==> src/hdl/tw_pkg.sv <==
`default_nettype none
// ---------------------------------------------------------------------------
// tw_pkg: shared types and constants of the travelling wave displacer
// Controller states, datapath operations and the command and status
// structures that join the controller to the datapath.
// ---------------------------------------------------------------------------
package tw_pkg;

  // Register indexes on the configuration port.
  localparam logic [2:0] CFG_ENABLE      = 3'd0;
  localparam logic [2:0] CFG_AMOUNT      = 3'd1;
  localparam logic [2:0] CFG_REACH       = 3'd2;
  localparam logic [2:0] CFG_SPEED       = 3'd3;
  localparam logic [2:0] CFG_WAVE_LENGTH = 3'd4;
  localparam logic [2:0] CFG_DIRECTION   = 3'd5;

  // Arithmetic constants.
  localparam logic [32:0] INV_TWO_PI_K = 33'd683565276;
  localparam logic [32:0] SIN_A        = 33'd1686629713;
  localparam logic [32:0] SIN_B        = 33'd688904866;
  localparam logic [32:0] SIN_C        = 33'd76016977;
  localparam logic [15:0] MIN_WAVE     = 16'd41;
  localparam logic [15:0] DEG_FULL     = 16'd23040;
  localparam logic [15:0] DEG_HALF     = 16'd11520;

  // A full circle is 23040 = 512 * 45 steps, so the heading in turns is
  // dir * floor(2^23 / 45) plus floor((23 * dir + 22) / 45), and that last
  // quotient comes from a multiplication by ceil(2^26 / 45).
  localparam logic [17:0] ANG_K = 18'd186413;
  localparam logic [20:0] ANG_M = 21'd1491309;

  // Divider geometry: one quotient bit per step.
  localparam int          DIV_NUM_W = 60;
  localparam logic [5:0]  DIV_STEPS = 6'd60;

  typedef enum logic [4:0] {
    ST_IDLE, ST_DISPATCH, ST_TICK_MUL, ST_TICK_LO, ST_TICK_HI, ST_TICK_ADD,
    ST_PASS, ST_ANG_MUL, ST_ANG_FIX, ST_DIV, ST_SIN_X, ST_SIN_X2, ST_SIN_U,
    ST_SIN_V, ST_SIN_S, ST_PROJ_X, ST_PROJ_Z, ST_OFF_LOAD, ST_RA, ST_DISP_LO,
    ST_DISP_HI, ST_RES_DISP, ST_EMIT
  } state_t;

  typedef enum logic [4:0] {
    OP_NONE, OP_CAPTURE, OP_TICK_MUL, OP_TICK_LO, OP_TICK_HI, OP_TICK_ADD,
    OP_RES_PASS, OP_ANG_MUL, OP_ANG_FIX, OP_DIV_STEP, OP_SIN_X, OP_SIN_X2,
    OP_SIN_U, OP_SIN_V, OP_SIN_S, OP_PROJ_X, OP_PROJ_Z, OP_OFF_LOAD, OP_RA,
    OP_DISP_LO, OP_DISP_HI, OP_RES_DISP, OP_EMIT
  } op_t;

  typedef enum logic [1:0] {
    SEL_COS, SEL_SIN, SEL_WAVE
  } sin_sel_t;

  typedef struct packed {
    op_t      op;
    sin_sel_t sel;
  } cmd_t;

  typedef struct packed {
    logic div_done;
    logic out_free;
    logic is_point;
    logic enable;
  } status_t;

endpackage
`default_nettype wire

==> src/hdl/tw_ctrl.sv <==
`default_nettype none
// ---------------------------------------------------------------------------
// tw_ctrl: sequencer of the travelling wave displacer
// Steps the datapath through tick, pass and wave operations.
// ---------------------------------------------------------------------------
module tw_ctrl (
  input  wire logic           clk,
  input  wire logic           rst_n,
  input  wire logic           in_valid,
  output logic                in_ready,
  input  wire tw_pkg::status_t status,
  output tw_pkg::cmd_t        cmd
);
  import tw_pkg::*;

  state_t   state_r, state_nxt;
  sin_sel_t sel_r, sel_nxt;

  always_ff @(posedge clk) begin
    if (!rst_n) begin
      state_r <= ST_IDLE;
      sel_r   <= SEL_COS;
    end else begin
      state_r <= state_nxt;
      sel_r   <= sel_nxt;
    end
  end

  always_comb begin
    state_nxt = state_r;
    sel_nxt   = sel_r;
    cmd.op    = OP_NONE;
    cmd.sel   = sel_r;
    in_ready  = 1'b0;
    unique case (state_r)
      ST_IDLE: begin
        in_ready = 1'b1;
        if (in_valid) begin
          cmd.op    = OP_CAPTURE;
          state_nxt = ST_DISPATCH;
        end
      end
      ST_DISPATCH: begin
        if (!status.is_point) state_nxt = ST_TICK_MUL;
        else if (status.enable) state_nxt = ST_ANG_MUL;
        else state_nxt = ST_PASS;
      end
      ST_TICK_MUL: begin cmd.op = OP_TICK_MUL; state_nxt = ST_TICK_LO; end
      ST_TICK_LO:  begin cmd.op = OP_TICK_LO;  state_nxt = ST_TICK_HI; end
      ST_TICK_HI:  begin cmd.op = OP_TICK_HI;  state_nxt = ST_TICK_ADD; end
      ST_TICK_ADD: begin cmd.op = OP_TICK_ADD; state_nxt = ST_IDLE; end
      ST_PASS:     begin cmd.op = OP_RES_PASS; state_nxt = ST_EMIT; end
      ST_ANG_MUL: begin
        cmd.op    = OP_ANG_MUL;
        sel_nxt   = SEL_COS;
        state_nxt = ST_ANG_FIX;
      end
      ST_ANG_FIX: begin cmd.op = OP_ANG_FIX; state_nxt = ST_SIN_X; end
      ST_DIV: begin
        if (status.div_done) state_nxt = ST_SIN_X;
        else cmd.op = OP_DIV_STEP;
      end
      ST_SIN_X:  begin cmd.op = OP_SIN_X;  state_nxt = ST_SIN_X2; end
      ST_SIN_X2: begin cmd.op = OP_SIN_X2; state_nxt = ST_SIN_U; end
      ST_SIN_U:  begin cmd.op = OP_SIN_U;  state_nxt = ST_SIN_V; end
      ST_SIN_V:  begin cmd.op = OP_SIN_V;  state_nxt = ST_SIN_S; end
      ST_SIN_S: begin
        cmd.op = OP_SIN_S;
        case (sel_r)
          SEL_COS: begin sel_nxt = SEL_SIN; state_nxt = ST_SIN_X; end
          SEL_SIN: state_nxt = ST_PROJ_X;
          default: state_nxt = ST_RA;
        endcase
      end
      ST_PROJ_X: begin cmd.op = OP_PROJ_X; state_nxt = ST_PROJ_Z; end
      ST_PROJ_Z: begin cmd.op = OP_PROJ_Z; state_nxt = ST_OFF_LOAD; end
      ST_OFF_LOAD: begin
        cmd.op    = OP_OFF_LOAD;
        sel_nxt   = SEL_WAVE;
        state_nxt = ST_DIV;
      end
      ST_RA:       begin cmd.op = OP_RA;       state_nxt = ST_DISP_LO; end
      ST_DISP_LO:  begin cmd.op = OP_DISP_LO;  state_nxt = ST_DISP_HI; end
      ST_DISP_HI:  begin cmd.op = OP_DISP_HI;  state_nxt = ST_RES_DISP; end
      ST_RES_DISP: begin cmd.op = OP_RES_DISP; state_nxt = ST_EMIT; end
      ST_EMIT: begin
        if (status.out_free) begin
          cmd.op    = OP_EMIT;
          state_nxt = ST_IDLE;
        end
      end
      default: state_nxt = ST_IDLE;
    endcase
  end

endmodule
`default_nettype wire

==> config.mk <==
export PLATFORM = sky130hd
export DESIGN_NAME = tw_ctrl
export DESIGN_NICKNAME = d
export VERILOG_FILES = /design/src/hdl/tw_pkg.sv /design/src/hdl/tw_ctrl.sv
export SDC_FILE = /design/constraint.sdc
export NUM_CORES = 1
export LEC_CHECK = 0
export ABC_AREA = 0
export BUFFER_PORTS_ARGS = -buffer_cell sky130_fd_sc_hd__buf_2
export CELL_PAD_IN_SITES_DETAIL_PLACEMENT = 1
export CELL_PAD_IN_SITES_GLOBAL_PLACEMENT = 2
export CORE_ASPECT_RATIO = 1.25
export CORE_MARGIN = 8
export CORE_UTILIZATION = 29
export DETAILED_ROUTE_END_ITERATION = 6
export PLACE_DENSITY_LB_ADDON = 0.1
export SYNTH_ARGS = -nofsm -noshare
export SYNTH_HDL_FRONTEND = slang
export SYNTH_SLANG_ARGS = --single-unit
==> constraint.sdc <==
create_clock -name clk -period 1.64 [get_ports clk]
set_input_delay 0.328 -clock clk [delete_from_list [all_inputs] [get_ports clk]]
set_output_delay 0.328 -clock clk [all_outputs]
set_load 0.01 [all_outputs]
* Word level (Yosys, flattened, before mapping)
Index checks and enable logic that the tools add are counted.
Operators by class: reductions and logical operators 6, equal/unequal tests 27, mux-type cells 14
Operators by type and width (number):
- 5-bit case mux with 22 select lines | 1
- 5-bit case mux with 21 select lines | 1
- 5-bit by 4-bit equality test with 1-bit output, second input constant | 8
- 5-bit equality test, second input constant | 7
- 5-bit by 3-bit equality test with 1-bit output, second input constant | 4
- 5-bit two-way mux | 4
- 5-bit by 2-bit equality test with 1-bit output, second input constant | 2
- 5-bit case mux with 2 select lines | 1
- 2-bit inequality test, second input constant | 4
- 2-bit case mux with 3 select lines | 1
- 5-bit by 1-bit equality test with 1-bit output, second input constant | 1
- 5-bit zero test | 1
- 4-bit two-way mux | 1
- 1-bit two-way mux | 3
- 3-bit two-way mux | 1
- 3-bit AND reduction | 1
- 3-bit nonzero test | 1
- 2-bit by 1-bit equality test with 1-bit output, second input constant | 1
- 2-bit zero test | 1
- 2-bit two-way mux | 1
- 2-bit AND reduction | 1
- 2-bit OR reduction | 1
Storage, ports and cells: register bits 7, word-level logic and storage cells 49

* Longest topological paths before layout
depth after elaboration 3, depth in mapped cells 6, depth with buffers taken out 4

* Worst setup path after synthesis
Ideal clock, no wire load.
path kind reg-to-output, from reg state_r[4], to out cmd[2] in the netlist's numbering, required time 1312 ps, cell stages (with the launch flop) 6, slack 21 ps, arrival 1291 ps, buffers on the path 1, cells stage by stage dfxtp_1 -> buf_2 -> or4b_1 -> o21ai_0 -> o211ai_1 -> o21ai_1
RTL lines:
- from (decl) | RTL line tw_ctrl.sv:16 | state_t state_r, state_nxt;
- from (signal assigned) | RTL line tw_ctrl.sv:24 | state_r <= state_nxt;
- to (decl) | RTL line tw_ctrl.sv:12 | output tw_pkg::cmd_t cmd

==> results.yml <==
power_and_ir_drop:
  clkPwrFrac_pct: 6.9
  ir_drop_uv: 948
  p_total_mw: 2.48
  p_seq_share_pct: 15.1
  p_comb_share_pct: 78.0
  power.internal_mw: 1.39
  p_leak_nw: 0.475
  power.density_nw_per_um2: 2110
  switchingPower_mw: 1.09
  switching_share_pct: 44.0
synthesis:
  synth-seq-cells: 7
  async_reset_ff_share_pct: 0
  ys.flop_type: "dfxtp_1"
  yosysWarnings: 0
  synth_nets: 107
  syn_area_um2: 718
  syn_area_per_cell_um2: 7.18
  ys_types: 40
  synth_edf_count: 0
  syn_inst: 100
  ys_seq_area_share_pct: 19.5
job:
  maxCapViolCount: 0
worst_setup_path:
  slowest_delay_ps: 510
  cp_top_family: "simple AND/OR/NAND/NOR gates"
  path_buf_inv: 1
  crit_required_ps: 1310
  crit_type: "reg2out"
  critPathArrivalTime_ps: 1530
  crit_top_cell: "o21ai_2"
  cpMaxStageDelayCell: "or4b_4"
  critPathCaptureType: "primary output"
  cp-start-kind: "flip-flop"
  path_cells: "or4b_4 -> o21ai_2 -> o211ai_1 -> o21ai_2 -> buf_2"
  cp_max_fo: 3
clocking:
  ctsHoldBuffers: 0
  cts_max_path_buffers: 2
  clk_pin_slew_ps: 60
  cts_inserted_buffers: 3
  cts_max_level: 1
  tritoncts: "done"
  root_buffer: "clkbuf_4"
  clk_latency_ps: 260
  numClockSinks: 7
placement:
  port_buffers: 14
  post_dp_cell_area_um2: 940
  gp_congestion: 0.792
  hpwl_mm: 2.11
  post-place-ws_ps: -60.2
route:
  met2WireLength_mm: 1.76
  drt-met1-wl_mm: 1.22
  routed_wl_mm: 3.10
  wl_met3_um: 77
  vias: 929
  drt_iter0_markers: 21
  final_antenna_net_count: 0
  drt_pre_antenna_iters: 4
  post_drt_wl_per_cell_um: 18.2
  top_layer: "met4"
  routed_via_density: 5.46
  drc_errors: 0
floorplanning:
  die-width_um: 60.5
  die-area_um2: 4330
  initial_core_util_pct: 29.9
  io_pins: 15
  coreArea_um2: 2400
  chipHeight_um: 71.6
  row_count: 20
run_status:
  status: "finished with violations"
  violations: "setup timing"
timing:
  setup_viol: 5
  fin_crit_sh_pct: 113
  max_freq_mhz: 539
  fin_crit_ps: 1850
  slew_headroom_pct: 79.8
  tightest_slew_ps: 301
  finClkSkew_ps: 0.494
  fin_tns_setup_ps: -487
  grt_setup_unrepaired: "true"
  finalHoldViolCount: 0
  setup_slack_ps: -214
  slew_violations: 0
global_route:
  grt_max_degree: 11
  track_usage_pct: 15.4
  grt_remaining_overflow: 0
  grt_first_pass_wirelength_mm: 5.21
  grt_pass1_vias: 1052
  antenna_found_initial: 0
cells_and_area:
  final_common_cell: "buf_4"
  layout_common_cells: "buf_4 (21), buf_2 (14), o21ai_0 (10)"
  utilization_pct: 48.9
  area_growth_pct: 63.6
  fin_area_um2: 1170
  diodes: 0
  nets: 145
  fillers: 315
  drive_above_1_share_pct: 52.6
hold_path:
  worstHoldPathType: "in2reg"
[logic make-up (layout without fill, tap and decap cells)]
family,after synthesis,count (layout),share of synthesized area (%)
buf+inv,11,48,7.84
compound gates,41,41,36.6
flops,7,7,19.5
simple gates,41,41,36.1
[cell type report]
cell class	instances	area (um2)	share of cell area [%]
Multi-Input combinational cell	82	617	52.5
Inverter	1	3.75	0.319
Timing Repair Buffer	43	330	28.1
Clock buffer	4	26.3	2.24
Tap cell	33	41.3	3.51
Sequential cell	7	156	13.3
[timing repair]
item,in CTS,in global routing
pin swaps,4,3
setup endpoints to repair,6,10
setup buffers,8,2
gates resized for setup,25,11
[layer usage]
layer,track usage (%),up-vias
met4,4.94,0
met1,16.3,460
met2,29.2,15
li1,-,450
met5,0,-
met3,2.33,4
[worst paths after layout]
| check | start | cells after the start | slack, ps | endpoint |
|---|---|---|---|---|
| max | state_r[4]$_SDFFE_PN0P_ | 5 | -210 | cmd[2] |
| min | rst_n | 2 | 360 | sel_r[1]$_SDFFE_PN0P_ |
| max reg2reg | state_r[0]$_SDFFE_PN0P_ | 5 | 60 | state_r[4]$_SDFFE_PN0P_ |
| min reg2reg | sel_r[0]$_SDFFE_PN0P_ | 2 | 550 | state_r[2]$_SDFFE_PN0P_ |
[sequential cells by signal, indices dropped and copies added (netlist names)]
name and flops:
state_r 5, sel_r 2
[power groups by stage]
stage | logic, mW | registers [mW] | clock network, mW
2_1_floorplan | 0.882 | 0.300 | 0
3_3_place_gp | 1.41 | 0.345 | 0
3_5_place_dp | 1.43 | 0.343 | 0
4_1_cts | 1.77 | 0.368 | 0.171
5_1_grt | 2.10 | 0.384 | 0.182
6_report | 1.94 | 0.376 | 0.171
[metrics by stage]
step	hold slack [ps]	cells
2_1_floorplan	450	100
3_3_place_gp	540	157
3_5_place_dp	516	157
4_1_cts	356	168
5_1_grt	369	170
6_report	358	170
[cells in the mapped netlist, drive strengths merged, types with 3 or more instances]
master	instances	area (um2)
a21oi	7	35.0
a31oi	4	25.0
dfxtp	7	140
buf	8	45.0
nor2b	3	26.3
nand2b	6	37.5
nand2	6	22.5
o21ai	13	65.1
nor3	3	15.0
nor4	3	25.0
nor2	6	25.0
a21o	3	22.5
and2	3	18.8
nand3b	4	30.0
[worst register-to-register path: stages, from the launching register on]
cell and delay (ps):
dfxtp_4 370, buf_4 140, buf_4 160, and4b_4 220, or3b_4 410, a41oi_1 180
No activity file was read; power rests on OpenSTA's default activity.
